`config.mk`:
```
export PLATFORM = sky130hd
export DESIGN_NAME = fragment_datagram_deframer
export DESIGN_NICKNAME = d
export VERILOG_FILES = /design/src/rtl/fdd_pkg.sv /design/src/rtl/fdd_parser.sv /design/src/rtl/fdd_queue.sv /design/src/rtl/fragment_datagram_deframer.sv
export SDC_FILE = /design/constraint.sdc
export NUM_CORES = 1
export LEC_CHECK = 0
export BUFFER_PORTS_ARGS = -buffer_cell sky130_fd_sc_hd__buf_2
export CAP_MARGIN = 25
export CORE_MARGIN = 2
export CORE_UTILIZATION = 50
export DETAILED_ROUTE_END_ITERATION = 8
export HOLD_SLACK_MARGIN = 0.06
export PLACE_DENSITY = 0.69
export SLEW_MARGIN = 5
export SYNTH_ARGS = -nofsm -noshare
export SYNTH_HDL_FRONTEND = slang
export SYNTH_HIERARCHICAL = 1
export SYNTH_SLANG_ARGS = --single-unit
export TNS_END_PERCENT = 100
```
`constraint.sdc`:
```
create_clock -name clk -period 8.2 [get_ports clk]
set_input_delay 0.82 -clock clk [delete_from_list [all_inputs] [get_ports clk]]
set_output_delay 0.82 -clock clk [all_outputs]
set_load 0.1 [all_outputs]
```
`src/rtl/fdd_pkg.sv`:
```
// ----------------------------------------------------------------------------
// fdd_pkg
// Types, constants and helpers shared by the datagram deframer modules.
// ----------------------------------------------------------------------------
package fdd_pkg;

  localparam int POS_W                  = 12;
  localparam int HDR_BYTES              = 10;
  localparam int MAX_DATAGRAM_BYTES_DEF = 2058;
  localparam int POS_LIMIT              = 4095;
  localparam logic [7:0] HDR_LEN_VALUE  = 8'd10;
  localparam logic [7:0] VERSION_RESET  = 8'd1;

  // Register word indexes on the config port
  localparam logic REG_VERSION = 1'b0;

  typedef enum logic [2:0] {
    ST_OK      = 3'd0,
    ST_SHORT   = 3'd1,
    ST_MAGIC   = 3'd2,
    ST_VERSION = 3'd3,
    ST_HLEN    = 3'd4
  } status_t;

  typedef enum logic {
    KIND_PAYLOAD = 1'b0,
    KIND_STATUS  = 1'b1
  } kind_t;

  typedef struct packed {
    kind_t             kind;
    logic [7:0]        payload_byte;
    logic [15:0]       frame_tag;
    logic [7:0]        fragment_count;
    logic [7:0]        fragment_index;
    status_t           status;
    logic [POS_W-1:0]  payload_length;
    logic              last_record;
  } record_t;

  // Up to two records written into the output queue per beat
  typedef struct packed {
    logic [1:0] cnt;
    record_t    rec_a;
    record_t    rec_b;
  } push_t;

  // Magic header bytes, in order
  function automatic logic [7:0] magic_byte(input logic [1:0] idx);
    logic [7:0] b;
    case (idx)
      2'd0:    b = 8'h53;
      2'd1:    b = 8'h57;
      2'd2:    b = 8'h54;
      default: b = 8'h46;
    endcase
    return b;
  endfunction

endpackage

```
`src/rtl/fdd_parser.sv`:
```
// ----------------------------------------------------------------------------
// fdd_parser
// Header check and field capture; builds the records caused by one byte.
// ----------------------------------------------------------------------------
module fdd_parser #(
  parameter int MAX_DATAGRAM_BYTES = fdd_pkg::MAX_DATAGRAM_BYTES_DEF
) (
  input  logic          clk,
  input  logic          rst,
  input  logic          accept,
  input  logic [7:0]    data_byte,
  input  logic          last_byte,
  input  logic [7:0]    expected_version,
  output fdd_pkg::push_t push
);
  import fdd_pkg::*;

  localparam int BOUND = (MAX_DATAGRAM_BYTES > POS_LIMIT) ? POS_LIMIT : MAX_DATAGRAM_BYTES;
  localparam logic [POS_W-1:0] BOUND_C = POS_W'(BOUND);
  localparam logic [POS_W-1:0] HDR_C   = POS_W'(HDR_BYTES);

  logic [POS_W-1:0] byte_position;
  logic [15:0]      held_frame_tag;
  logic [7:0]       held_fragment_count;
  logic [7:0]       held_fragment_index;
  status_t          first_error;

  logic [POS_W-1:0] pos_next;
  logic [15:0]      fid_next;
  logic [7:0]       fcnt_next;
  logic [7:0]       fidx_next;
  status_t          err_next;
  logic             pay_ok;
  record_t          pay_rec;
  record_t          stat_rec;

  // Header byte checks and field capture
  always_comb begin
    err_next  = first_error;
    fid_next  = held_frame_tag;
    fcnt_next = held_fragment_count;
    fidx_next = held_fragment_index;
    if (byte_position < POS_W'(4)) begin
      if (first_error == ST_OK && data_byte != magic_byte(byte_position[1:0])) begin
        err_next = ST_MAGIC;
      end
    end else if (byte_position == POS_W'(4)) begin
      if (first_error == ST_OK && data_byte != expected_version) begin
        err_next = ST_VERSION;
      end
    end else if (byte_position == POS_W'(5)) begin
      if (first_error == ST_OK && data_byte != HDR_LEN_VALUE) begin
        err_next = ST_HLEN;
      end
    end else if (byte_position == POS_W'(6)) begin
      fid_next = {held_frame_tag[15:8], data_byte};
    end else if (byte_position == POS_W'(7)) begin
      fid_next = {data_byte, held_frame_tag[7:0]};
    end else if (byte_position == POS_W'(8)) begin
      fcnt_next = data_byte;
    end else if (byte_position == POS_W'(9)) begin
      fidx_next = data_byte;
    end
  end

  // Saturating position count
  assign pos_next = (byte_position < BOUND_C) ? byte_position + POS_W'(1) : byte_position;
  assign pay_ok   = (byte_position >= HDR_C) && (first_error == ST_OK);

  // Payload record
  always_comb begin
    pay_rec                = '0;
    pay_rec.kind           = KIND_PAYLOAD;
    pay_rec.payload_byte   = data_byte;
    pay_rec.frame_tag      = held_frame_tag;
    pay_rec.fragment_count = held_fragment_count;
    pay_rec.fragment_index = held_fragment_index;
    pay_rec.status         = ST_OK;
  end

  // Status record, short datagram first, then first header error
  always_comb begin
    stat_rec             = '0;
    stat_rec.kind        = KIND_STATUS;
    stat_rec.last_record = 1'b1;
    if (pos_next < HDR_C) begin
      stat_rec.status = ST_SHORT;
    end else if (err_next != ST_OK) begin
      stat_rec.status = err_next;
    end else begin
      stat_rec.status         = ST_OK;
      stat_rec.frame_tag      = fid_next;
      stat_rec.fragment_count = fcnt_next;
      stat_rec.fragment_index = fidx_next;
      stat_rec.payload_length = pos_next - HDR_C;
    end
  end

  // Records for this beat, in output order
  always_comb begin
    push.cnt   = accept ? (2'(pay_ok) + 2'(last_byte)) : 2'd0;
    push.rec_a = pay_ok ? pay_rec : stat_rec;
    push.rec_b = stat_rec;
  end

  // Datagram state, cleared after the last byte
  always_ff @(posedge clk) begin
    if (rst) begin
      byte_position       <= '0;
      held_frame_tag      <= '0;
      held_fragment_count <= '0;
      held_fragment_index <= '0;
      first_error         <= ST_OK;
    end else if (accept) begin
      if (last_byte) begin
        byte_position       <= '0;
        held_frame_tag      <= '0;
        held_fragment_count <= '0;
        held_fragment_index <= '0;
        first_error         <= ST_OK;
      end else begin
        byte_position       <= pos_next;
        held_frame_tag      <= fid_next;
        held_fragment_count <= fcnt_next;
        held_fragment_index <= fidx_next;
        first_error         <= err_next;
      end
    end
  end

endmodule

```
`src/rtl/fdd_queue.sv`:
```
// ----------------------------------------------------------------------------
// fdd_queue
// Four-entry result queue; takes up to two records a beat, gives one.
// ----------------------------------------------------------------------------
module fdd_queue (
  input  logic             clk,
  input  logic             rst,
  input  fdd_pkg::push_t   push,
  input  logic             pop,
  output fdd_pkg::record_t head_rec,
  output logic             head_valid,
  output logic             full
);
  import fdd_pkg::*;

  record_t     entries [4];
  logic [1:0]  head;
  logic [1:0]  tail;
  logic [2:0]  count;
  logic [2:0]  count_next;

  assign head_rec   = entries[head];
  assign head_valid = (count != 3'd0);
  // Input holds off unless room for two records remains
  assign full       = (count > 3'd2);

  assign count_next = count + 3'(push.cnt) - 3'(pop);

  // Entry storage
  always_ff @(posedge clk) begin
    if (push.cnt != 2'd0) begin
      entries[tail] <= push.rec_a;
    end
    if (push.cnt == 2'd2) begin
      entries[tail + 2'd1] <= push.rec_b;
    end
  end

  // Pointers and fill count
  always_ff @(posedge clk) begin
    if (rst) begin
      head  <= '0;
      tail  <= '0;
      count <= '0;
    end else begin
      head  <= head + 2'(pop);
      tail  <= tail + push.cnt;
      count <= count_next;
    end
  end

endmodule

```
`src/rtl/fragment_datagram_deframer.sv`:
```
// ----------------------------------------------------------------------------
// fragment_datagram_deframer
// Checks a ten-byte fragment header and passes tagged payload bytes on.
// ----------------------------------------------------------------------------
// Input channel: one datagram byte per beat (data_byte, last_byte) under
// data_valid / data_stall. Output channel: one record per beat under
// rec_valid / rec_stall; a payload record per payload byte of a datagram
// whose header is good, and one status record after the last byte.
// Each record is written into the output queue and offered from there.
// Throughput: one byte per cycle. A last payload byte causes two records,
// which leave the four-entry output queue one at a time; the input
// stalls only while that queue holds more than two records.
// Reset (synchronous, rst high) empties the queue, clears the datagram
// state and sets expected_version to 1. While rec_stall is high the
// queue fills and data_stall rises; no record is dropped.
// Config: expected_version at APB byte address 0; the user writes it in idle time, the block does not enforce this.
// ----------------------------------------------------------------------------
module fragment_datagram_deframer #(
  parameter int MAX_DATAGRAM_BYTES = fdd_pkg::MAX_DATAGRAM_BYTES_DEF
) (
  input  logic        clk,
  input  logic        rst,
  // config port
  input  logic        psel,
  input  logic        penable,
  input  logic        pwrite,
  input  logic [2:0]  paddr,
  input  logic [31:0] pwdata,
  output logic [31:0] prdata,
  output logic        pready,
  // byte input
  input  logic        data_valid,
  output logic        data_stall,
  input  logic [7:0]  data_byte,
  input  logic        last_byte,
  // record output
  output logic        rec_valid,
  input  logic        rec_stall,
  output logic        record_kind,
  output logic [7:0]  payload_byte,
  output logic [15:0] frame_tag,
  output logic [7:0]  fragment_count,
  output logic [7:0]  fragment_index,
  output logic [2:0]  status,
  output logic [11:0] payload_length,
  output logic        last_record
);
  import fdd_pkg::*;

  logic [7:0] expected_version;
  logic       accept;
  logic       full;
  push_t      push;
  record_t    head_rec;

  // Config register
  assign pready = 1'b1;
  assign prdata = (paddr[2] == REG_VERSION) ? {24'd0, expected_version} : 32'd0;

  always_ff @(posedge clk) begin
    if (rst) begin
      expected_version <= VERSION_RESET;
    end else if (psel && penable && pwrite && paddr[2] == REG_VERSION) begin
      expected_version <= pwdata[7:0];
    end
  end

  // Input handshake
  assign data_stall = full;
  assign accept     = data_valid && !full;

  fdd_parser #(
    .MAX_DATAGRAM_BYTES(MAX_DATAGRAM_BYTES)
  ) u_parser (
    .clk             (clk),
    .rst             (rst),
    .accept          (accept),
    .data_byte       (data_byte),
    .last_byte       (last_byte),
    .expected_version(expected_version),
    .push            (push)
  );

  fdd_queue u_queue (
    .clk       (clk),
    .rst       (rst),
    .push      (push),
    .pop       (rec_valid && !rec_stall),
    .head_rec  (head_rec),
    .head_valid(rec_valid),
    .full      (full)
  );

  // Record fields
  assign record_kind    = head_rec.kind;
  assign payload_byte   = head_rec.payload_byte;
  assign frame_tag      = head_rec.frame_tag;
  assign fragment_count = head_rec.fragment_count;
  assign fragment_index = head_rec.fragment_index;
  assign status         = head_rec.status;
  assign payload_length = head_rec.payload_length;
  assign last_record    = head_rec.last_record;

endmodule

```
# After elaboration in Yosys (flattened, before gate mapping)

Memory sizes are Yosys's and may differ from the RTL's. A register that Yosys moved wholly into a read port is not among the register bits.
Index checks and enable logic that the tools add are counted.

$add $sub $neg: 8
Order comparisons: 5
Equal/unequal tests: 12
Muxes and demuxes: 46
Bitwise operators: 1
Reduce and logical (&&, ||, !) cells: 16

Operators with widths:

| operator                | count |
|---|---|
| $mux W8                 | 17 |
| $mux W16                | 6 |
| $mux W32                | 2 |
| $mux W57                | 1 |
| $eq A12 B3 Y1 const B   | 4 |
| $mux W12                | 4 |
| $mux W3                 | 9 |
| $eq A12 B4 Y1 const B   | 2 |
| $ne A8 B8 Y1            | 2 |
| $pmux W5 S3             | 1 |
| $add A12 B1 Y12 const B | 1 |
| $ge A12 B4 Y1 const B   | 1 |
| $lt A12 B12 Y1 const B  | 1 |
| $lt A12 B3 Y1 const B   | 1 |
| $lt A12 B4 Y1 const B   | 1 |
| $sub A12 B4 Y12 const B | 1 |
| $logic_and A1 B1 Y1     | 9 |
| $ne A8 B4 Y1 const B    | 1 |
| $reduce_bool A3 Y1      | 2 |
| $eq A2 B2 Y1 const B    | 2 |
| $mux W1                 | 4 |
| $mux W2                 | 2 |
| $add A3 B2 Y3           | 1 |
| $gt A3 B2 Y1 const B    | 1 |
| other kinds (11)        | 12 |

Bits in registers: 62
Bits in writable memories: 228
Input bits: 51
Output and inout bits: 92
Word-level logic and storage cells: 98
Memories kept: 1

Memories:

| memory          | depth | bits a word | read ports | clocked after Yosys merged registers in | wr ports | RTL line        | text |
|---|---|---|---|---|---|---|---|
| u_queue.entries | 4     | 57          | 1          | 1                                       | 2        | fdd_queue.sv:16 | `record_t entries [4];` |

# Depth between registers and ports, before layout

Gate-level depths: netlist (run 1).

Word-level depth: 11
Mapped depth: 16
Depth with buffers taken out: 12

# Cells and area by module

The synthesis (run 1) kept the hierarchy.

Modules (own cells, without submodules):

| module                     | times used | cells an instance | area each (um^2) | seq. area each (um^2) |
|---|---|---|---|---|
| fdd_queue                  | 1          | 592               | 11359.6          | 6986.7 |
| fdd_parser                 | 1          | 541               | 4023.9           | 940.9 |
| fragment_datagram_deframer | 1          | 72                | 638.1            | 160.2 |

# Worst setup path after synthesis (run 1)

No wires, ideal clock.

Kind: register to register
Start point: register u_parser.byte_position[4]
End point: memory u_queue/entries[0][0] (netlist bit), enable pin
Library setup time: 551 ps
Arrival: 7056 ps
Required time: 7649 ps
Path slack: 594 ps
Cell stages (with the launch flop): 12
Path buffers: 3
Cells stage by stage: dfxtp_1 > buf_6 > or4_1 > buf_2 > or3_1 > o21ai_2 > inv_1 > clkbuf_1 > ha_1 > and2_1 > o21bai_1 > o21ai_0

RTL lines:

| item                     | RTL line          | text |
|---|---|---|
| start: declaration       | fdd_parser.sv:22  | `logic [POS_W-1:0] byte_position;` |
| start signal: assignment | fdd_parser.sv:122 | `byte_position <= pos_next;` |
| end: declaration         | fdd_queue.sv:16   |  |

==> impl_metrics.json, run 1 <==
{
  "syn_avg_cell_area_um2": 13.3,
  "core_um2": 31600,
  "routabilityCongestion": 0.859,
  "synth_cell_types": 71,
  "antenna_found_initial": 1,
  "ys_warn_count": 6,
  "clk_latency_ns": 0.51,
  "pwr_density_cell_nw_per_um2": 256,
  "period_minus_slack_ns": 5.38,
  "outcome": "finished, final reports clean",
  "seq_area_frac_synth_pct": 50.5,
  "r2r_slack_ns": 2.82,
  "cap_violations": 0,
  "r2r-end": "u_queue/entries[2][9]$_DFFE_PP_",
  "die_h_um": 183,
  "area_growth_pct": 9.46,
  "design_area_um2": 17500,
  "relSlewSlack_pct": 29.0,
  "chipWidth_um": 183,
  "pre_cts_slack_ns": 2.90,
  "placed_area_um2": 16500,
  "die_area_um2": 33500,
  "numCtsBuffers": 34,
  "cp_max_fo": 38,
  "grt_start_max_net_pins": 70,
  "end_kind": "flip-flop",
  "nets": 1324,
  "cts.sinks": 290,
  "drc": 0,
  "grt-ovfl-total": 0,
  "drt-initial-drc-count": 803,
  "postRouteAntennaNets": 0,
  "cp.arrival_ns": 5.52,
  "r2r_cells": 9,
  "cts_buffer_depth": 3,
  "hold_path_end": "expected_version[4]$_SDFFE_PP0P_",
  "cts_root_buf": "clkbuf_16",
  "cts_setup_buffers": 0,
  "path_class": "flip-flop to flip-flop",
  "ys_seq_elements": 290,
  "dp_hpwl_mm": 21.4,
  "synthTopCellsByCount": "edfxtp_1, mux2_2, nor2_1",
  "synth_top_area_share_pct": 42.7,
  "hold_buffers": 0,
  "port_buffers": 91,
  "ir_drop_v": 0.000311,
  "hold_viol": 0,
  "cts_resized": 0,
  "htreeDepth": 2,
  "track_usage_pct": 22.0,
  "setup_violations": 0,
  "slew_viol_final": 0,
  "yosys.cell_count.top_type": "edfxtp_1",
  "r2r_start": "u_parser/byte_position[4]$_SDFFE_PP0P_",
  "final_cell_count_no_fill": 1684,
  "tns_ns": 0,
  "ys_async_sr_fraction_pct": 0,
  "syn_inst": 1205,
  "clkTransAtPathRegs_ns": 0.05,
  "crit_path_start_kind": "flip-flop",
  "cts_tree": "yes",
  "num-fill-cells": 2599,
  "synth_ff_type": "edfxtp_1",
  "hold-worst-slack_ns": 0.496,
  "finClkSkew_ns": 0.0125,
  "synth_edf_count": 228,
  "syn_area_um2": 16000,
  "holdPathStages": 2,
  "routed_wl_mm": 36.7,
  "grt_pass1_vias": 10100,
  "fmax_mhz": 186,
  "synth_area_leaders": "edfxtp_1, mux2_2, mux4_2, dfxtp_1, buf_4",
  "p_leak_nw": 6.22,
  "synth_top_area_cell": "edfxtp_1",
  "min_period_over_period_pct": 65.7,
  "place_inst": 1625,
  "layout_setup_ws_ns": 2.82,
  "hp-class": "flip-flop to flip-flop",
  "grt_pass1_wl_mm": 57.2,
  "min_from": "expected_version[4]$_SDFFE_PP0P_",
  "route.vias.total": 10100,
  "drive_above_1_share_pct": 35.7,
  "rsz0062_at_grt": "false",
  "routedWlPerCell_um": 21.8,
  "row_count": 65,
  "critPathRequiredTime_ns": 8.33,
  "dr.pass1.iters": 5,
  "vias_per_cell": 5.98,
  "ios": 143,
  "worst_pin_slew_ns": 1.06,
  "start_util_pct": 50.8
}
## worst max-delay path by stage
stage          cells after the start                          endpoint                              startpoint  slack (ns)
2_1_floorplan                     11   u_queue/entries[0][0]$_DFFE_PP_  u_parser/byte_position[4]$_SDFFE_PP0P_        0.59
3_3_place_gp                       9  u_queue/entries[2][16]$_DFFE_PP_  u_parser/byte_position[4]$_SDFFE_PP0P_        2.96
3_5_place_dp                       9  u_queue/entries[2][11]$_DFFE_PP_  u_parser/byte_position[4]$_SDFFE_PP0P_        2.90
4_1_cts                            9  u_queue/entries[2][10]$_DFFE_PP_  u_parser/byte_position[4]$_SDFFE_PP0P_        2.87
5_1_grt                            9  u_queue/entries[2][10]$_DFFE_PP_  u_parser/byte_position[4]$_SDFFE_PP0P_        2.60
6_report                           9   u_queue/entries[2][9]$_DFFE_PP_  u_parser/byte_position[4]$_SDFFE_PP0P_        2.82
## cell type report
class                      count  area [um2]  share of cell area (%)
clock inverter                 5        23.8                   0.136
sequential                   290        8090                    46.1
antenna                        1        2.50                  0.0143
tap                          402         503                    2.87
multi-input combinational    808        7280                    41.5
timing repair buffer         107         576                    3.28
inverter                      18        67.6                   0.385
clock buffer                  53         993                    5.66
## power by group
part           total [mW]  switching [mW]  internal [mW]
logic                1.42            1.12          0.300
registers            1.68          0.0483           1.63
clock network        1.39           0.565          0.828
total                4.49            1.73           2.76
## cells by family (layout without fill, tap and decap cells)
| group | Yosys count | count (layout) | synth area share [%] |
|---|---|---|---|
| other cells | 4 | 40 | 0.0937 |
| buf+inv | 142 | 183 | 5.21 |
| fa+ha+maj | 14 | 14 | 1.14 |
| xor+xnor | 28 | 28 | 1.70 |
| mux | 295 | 295 | 24.7 |
| compound gates | 152 | 152 | 7.48 |
| flops | 290 | 290 | 50.5 |
| simple gates | 280 | 280 | 9.23 |
## routing by layer
layer | vias to the layer above | global-route usage [%] | wire [um]
met5 | - | 0 | 0
met4 | 0 | 5.25 | 683
met3 | 55 | 3.83 | 2520
met2 | 344 | 35.9 | 17300
met1 | 5037 | 31.0 | 16200
li1 | 4640 | - | -
## state kept, by name (all words and copies together), names as in the netlist
name	cells
expected_version	8
u_parser/byte_position	12
u_parser/first_error	3
u_parser/held_fragment_count	8
u_parser/held_fragment_index	8
u_parser/held_frame_tag	16
u_queue/count	3
u_queue/entries	228
u_queue/head	2
u_queue/tail	2
## stage by stage
stage | utilization (%) | power (mW)
final | 55.6 | 4.49
after global routing | 55.6 | 4.64
after CTS | 55.6 | 4.53
after detailed placement | 52.3 | 3.14
after global placement | 52.3 | 3.13
after floorplan | - | 2.94
## cells in the final DEF, fill, tap and decap left out, types with 30 or more instances in the layout
| cell | n |
|---|---|
| edfxtp_1 | 228 |
| mux2_1 | 30 |
| conb_1 | 39 |
| nand2_1 | 73 |
| a22oi_1 | 40 |
| nor2_1 | 77 |
| buf_2 | 91 |
| mux4_2 | 57 |
| clkbuf_16 | 35 |
| dfxtp_1 | 60 |
| mux2_2 | 198 |
## worst max-delay path, stage by stage, from the launching register on
cell	delay, ns
dfxtp_1	0.38
or4_1	0.70
or3_1	0.48
o21ai_2	0.17
inv_1	0.36
ha_1	0.42
and2_1	0.32
and4bb_2	0.96
o21bai_4	0.49
buf_4	0.69
Note: power is estimated with default switching activity, not from simulation.
==> inputs of run 2 (changes only) <==
Settings changed: ABC_AREA set to 1.
Clock period 8.2 ns to 5.2 ns, I/O delays scaled along.
==> impl_metrics.json, run 2 <==
{
  "outcome": "finished, final reports clean",
  "chipWidth_um": 188,
  "crit_path_start_kind": "flip-flop",
  "relSlewSlack_pct": 35.8,
  "synth_area_leaders": "edfxtp_1, nand2_1, dfxtp_1, o21ai_0, inv_1",
  "drive_above_1_share_pct": 9.73,
  "grt-ovfl-total": 0,
  "syn_inst": 2166,
  "cp_max_fo": 58,
  "antenna_cells": 0,
  "cts.sinks": 290,
  "grt_pass1_wl_mm": 68.0,
  "path_class": "flip-flop to flip-flop",
  "cp.buffers_inverters": 2,
  "routedWlPerCell_um": 16.1,
  "end_kind": "flip-flop",
  "numCtsBuffers": 35,
  "regArea_um2": 8100,
  "cts_resized": 0,
  "synthTopCellsByCount": "nand2_1, inv_1, o21ai_0",
  "slew_viol_final": 0,
  "syn_area_um2": 16800,
  "seq_area_frac_synth_pct": 48.0,
  "core_um2": 33400,
  "htreeDepth": 2,
  "postRouteAntennaNets": 0,
  "cts_buffer_depth": 3,
  "synth_top_area_cell": "edfxtp_1",
  "dr.pass1.iters": 6,
  "clk_latency_ns": 0.52,
  "hold_buffers": 0,
  "regMostFlops": "u_queue/entries",
  "place_inst": 2594,
  "routed_wl_mm": 42.9,
  "synth_edf_count": 228,
  "ir_drop_v": 0.000393,
  "clkTransAtPathRegs_ns": 0.06,
  "final_cell_count_no_fill": 2657,
  "setup_violations": 0,
  "cts_setup_buffers": 0,
  "period_minus_slack_ns": 3.59,
  "critPathRequiredTime_ns": 5.39,
  "syn_avg_cell_area_um2": 7.78,
  "die_h_um": 188,
  "yosys.cell_count.top_type": "nand2_1",
  "drc": 0,
  "vias_per_cell": 5.26,
  "nets": 2248,
  "slowest_stage": "nand2_2",
  "ios": 143,
  "cap_violations": 0,
  "area_growth_pct": 9.26,
  "reg_top3": "u_queue/entries (228), u_parser/held_frame_tag (16), u_parser/byte_position (12)",
  "synth_ff_type": "edfxtp_1",
  "worst_pin_slew_ns": 0.963,
  "cts_tree": "yes",
  "die_area_um2": 35200,
  "final_common_cell": "nand2_1",
  "antenna_found_initial": 0,
  "route.vias.total": 14000,
  "layout_common_cells": "nand2_1, inv_1, o21ai_0, edfxtp_1, nor2_1",
  "start_util_pct": 50.5,
  "synth_cell_types": 40,
  "hold_viol": 0,
  "ys_async_sr_fraction_pct": 0,
  "p_leak_nw": 7.39,
  "hp-class": "input port to flip-flop",
  "routabilityCongestion": 0.888,
  "grt_start_max_net_pins": 150,
  "num-fill-cells": 3073,
  "pwr_density_cell_nw_per_um2": 439,
  "tns_ns": 0,
  "rsz0062_at_grt": "false",
  "synth_top_area_share_pct": 40.7,
  "ys_warn_count": 6,
  "path_delay_family": "simple AND/OR/NAND/NOR gates",
  "drt-initial-drc-count": 1314,
  "largest_register_ffs": 228,
  "port_buffers": 91,
  "row_count": 67,
  "ys_seq_elements": 290,
  "min_period_over_period_pct": 69.1,
  "grt_pass1_vias": 13200,
  "hold-worst-slack_ns": 0.238,
  "multi_input_area_um2": 6830,
  "crit_chain": "nor2_1, nand2_1, nor2_4, a21oi_4, ha_1, nand2_1, inv_1, nor2_4, nand2_4, nand2_2, buf_12",
  "dp_hpwl_mm": 25.4,
  "finClkSkew_ns": 0.0195,
  "cts_root_buf": "clkbuf_16",
  "track_usage_pct": 24.3,
  "cpPeakStageDelay_ns": 0.87,
  "fmax_mhz": 278,
  "cp.arrival_ns": 3.78
}
run 2: cell types whose count changed after synthesis, sizes merged, moves of 64 or more:
cell   previous run  this run
nand3             8        79
a21oi            39       103
o21ai            15       316
inv              17       295
nor2             89       166
nand2            74       598
mux2            228         0
run 2: worst paths after layout:
| check | startpoint | end | slack (ns) | cells past startpoint |
|---|---|---|---|---|
| worst max register to register | u_parser/byte_position[11]$_SDFFE_PP0P_ | u_queue/entries[3][18]$_DFFE_PP_ | 1.61 | 11 |
| worst min register to register | u_parser/held_frame_tag[5]$_SDFFE_PP0P_ | u_parser/held_frame_tag[5]$_SDFFE_PP0P_ | 0.48 | 2 |
| worst min-delay path | pwdata[0] | expected_version[0]$_SDFFE_PP1P_ | 0.24 | 3 |
| worst max-delay path | u_parser/byte_position[11]$_SDFFE_PP0P_ | u_queue/entries[3][18]$_DFFE_PP_ | 1.61 | 11 |
run 2: worst register-to-register path, stage by stage, from the launching register on:
cell,delay (ns)
dfxtp_1,0.41
nor2_1,0.14
nand2_1,0.13
nor2_4,0.21
a21oi_4,0.09
ha_1,0.28
nand2_1,0.07
inv_1,0.10
nor2_4,0.23
nand2_4,0.39
nand2_2,0.88
buf_12,0.33
run 2: cells by family (layout without fill, tap and decap cells):
kind of cell    Yosys count  in the layout  share of synthesized area (%)
compound gates          487            487                           15.5
fa+ha+maj                14             14                           1.08
flops                   290            290                           48.0
xor+xnor                 16             16                          0.832
buf+inv                 464            472                           12.4
mux                       8              8                          0.475
simple gates            883            883                           21.6
other cells               4             39                         0.0891
run 2: per-stage QoR:
step / power, mW / instance area, um2 / setup WS [ns] / util (%)
2_1_floorplan: 5.24 / 17000 / 0.0521 / -
3_3_place_gp: 5.70 / 17300 / 1.62 / 51.7
3_5_place_dp: 5.74 / 17300 / 1.57 / 51.8
4_1_cts: 8.11 / 18400 / 1.56 / 55.2
5_1_grt: 8.35 / 18400 / 1.36 / 55.2
6_report: 8.07 / 18400 / 1.61 / 55.2
run 2: power by group:
group	switching [mW]	total (mW)	internal, mW	leakage, nW
Sequential	0.108	2.69	2.58	2.50
Clock	0.931	2.39	1.46	0.550
Combinational	2.57	2.99	0.419	4.34
Total	3.61	8.07	4.46	7.39
run 2: layout make-up:
| class | instances | area share, % |
|---|---|---|
| Tap cell | 448 | 3.05 |
| Clock inverter | 9 | 0.524 |
| Sequential cell | 290 | 44.0 |
| Inverter | 295 | 6.03 |
| Timing Repair Buffer | 114 | 3.69 |
| Multi-Input combinational cell | 1447 | 37.1 |
| Clock buffer | 54 | 5.60 |
run 2: routing by layer:
| layer | vias up | track usage, % | part of all wire [%] | wire length (um) |
|---|---|---|---|---|
| met5 | - | 0 | 0 | 0 |
| met4 | 0 | 8.39 | 2.7 | 1170 |
| met3 | 99 | 3.22 | 6.7 | 2890 |
| met2 | 491 | 42.5 | 48 | 20800 |
| met1 | 6395 | 31.2 | 42 | 18000 |
| li1 | 6986 | - | - | - |
==> inputs of run 3 (changes only) <==
Clock period 5.2 ns to 3.5 ns, I/O delays scaled along.
==> impl_metrics.json, run 3 (synthesized netlist as in run 2, its figures left out) <==
{
  "htreeDepth": 1,
  "fmax_mhz": 327,
  "min_period_over_period_pct": 87.3,
  "end_kind": "flip-flop",
  "final_common_cell": "nand2_1",
  "hold_viol": 0,
  "cts_root_buf": "clkbuf_16",
  "setup_violations": 0,
  "postLayoutCoreUtil_pct": 55.4,
  "hp-class": "input port to flip-flop",
  "pwr_density_cell_nw_per_um2": 637,
  "dp_hpwl_mm": 25.0,
  "critPathRequiredTime_ns": 3.78,
  "final_cell_count_no_fill": 2660,
  "cp_max_fo": 31,
  "port_buffers": 91,
  "hold-worst-slack_ns": 0.103,
  "die_h_um": 188,
  "drive_above_1_share_pct": 9.95,
  "numCtsBuffers": 31,
  "clk_latency_ns": 0.57,
  "route.vias.total": 13900,
  "worst_pin_slew_ns": 0.949,
  "relSlewSlack_pct": 36.7,
  "p_leak_nw": 7.43,
  "grt_start_max_net_pins": 115,
  "ir_drop_v": 0.000528,
  "grt_pass1_vias": 13000,
  "cts_tree": "yes",
  "nets": 2252,
  "area_growth_pct": 9.69,
  "routabilityCongestion": 0.896,
  "routed_wl_mm": 41.4,
  "chipWidth_um": 188,
  "layout_setup_ws_ns": 0.445,
  "track_usage_pct": 23.6,
  "power_mw": 11.8,
  "r2r_cells": 14,
  "grt_pass1_wl_mm": 66.8,
  "vias_per_cell": 5.21,
  "cap_violations": 0,
  "finClkSkew_ns": 0.0217,
  "ios": 143,
  "cts_buffer_depth": 3,
  "period_minus_slack_ns": 3.06,
  "largest_register_ffs": 228,
  "rsz0062_at_grt": "false",
  "cts_resized": 0,
  "regMostFlops": "u_queue/entries",
  "crit_path_start_kind": "flip-flop",
  "antenna_cells": 0,
  "drt-initial-drc-count": 1155,
  "routedWlPerCell_um": 15.6,
  "clkTransAtPathRegs_ns": 0.06,
  "holdPathStages": 5,
  "row_count": 67,
  "postRouteAntennaNets": 0,
  "path_class": "flip-flop to flip-flop",
  "pre_cts_slack_ns": 0.479,
  "layout_common_cells": "nand2_1, inv_1, o21ai_0, edfxtp_1, nor2_1",
  "cts.sinks": 290,
  "antenna_found_initial": 0,
  "core_um2": 33400,
  "die_area_um2": 35200,
  "grt-ovfl-total": 0,
  "cp.arrival_ns": 3.33,
  "slew_viol_final": 0,
  "place_inst": 2601,
  "design_area_um2": 18500,
  "placed_area_um2": 17400,
  "start_util_pct": 50.5,
  "tns_ns": 0,
  "dr.pass1.iters": 7,
  "reg_top3": "u_queue/entries (228), u_parser/held_frame_tag (16), u_parser/byte_position (12)",
  "drc": 0,
  "outcome": "finished, final reports clean"
}
[run 3: cell types whose count changed in the layout (fill, tap and decap cells not counted), sizes merged]
cell,previous run,this run
clkinv,6,13
dlygate4sd3,0,1
clkbuf,54,40
clkinvlp,1,0
inv,295,296
buf,114,121
bufinv,2,4
[run 3: area by class of cell]
type	instances	area, um2
Fill cell	3062	14900
Sequential cell	290	8100
Multi-Input combinational cell	1447	6840
Inverter	295	1110
Timing Repair Buffer	122	848
Clock buffer	40	840
Tap cell	448	561
Clock inverter	18	186
[run 3: what timing repair did]
item	in CTS	in global routing
hold buffers	1	0
hold endpoints to repair	1	0
buffers inserted	0	0
[run 3: power breakdown]
group          internal, mW  switching, mW
clock network          1.97           1.33
registers              3.84          0.198
logic                 0.671           3.76
total                  6.48           5.29
[run 3: path summary, 6_finish.rpt]
path                                           startpoint                                      endpoint  slack (ns)
min reg2reg  u_parser/held_fragment_index[6]$_SDFFE_PP0P_  u_parser/held_fragment_index[6]$_SDFFE_PP0P_        0.48
max reg2reg        u_parser/byte_position[1]$_SDFFE_PP0P_               u_queue/entries[0][7]$_DFFE_PP_        0.44
max                u_parser/byte_position[1]$_SDFFE_PP0P_               u_queue/entries[0][7]$_DFFE_PP_        0.44
min                                             pwdata[3]              expected_version[3]$_SDFFE_PP0P_        0.10
[run 3: worst max-delay path, stage by stage, from the launching register on]
cell	delay (ns)
dfxtp_1	0.44
ha_1	0.33
inv_1	0.17
nor2_2	0.20
nand2_1	0.08
xor2_1	0.19
nor2_1	0.18
inv_2	0.07
nor2_4	0.15
nand3_2	0.10
nand2_1	0.09
buf_4	0.41
nor2_1	0.11
inv_1	0.12
o21ai_0	0.10
[run 3: per-layer routing]
layer | track usage [%] | up-vias | part of all wire [%]
met5 | 0 | - | 0
met4 | 6.33 | 0 | 1.9
met3 | 2.51 | 62 | 6.4
met2 | 42.1 | 460 | 49
met1 | 30.5 | 6338 | 43
li1 | - | 6995 | -
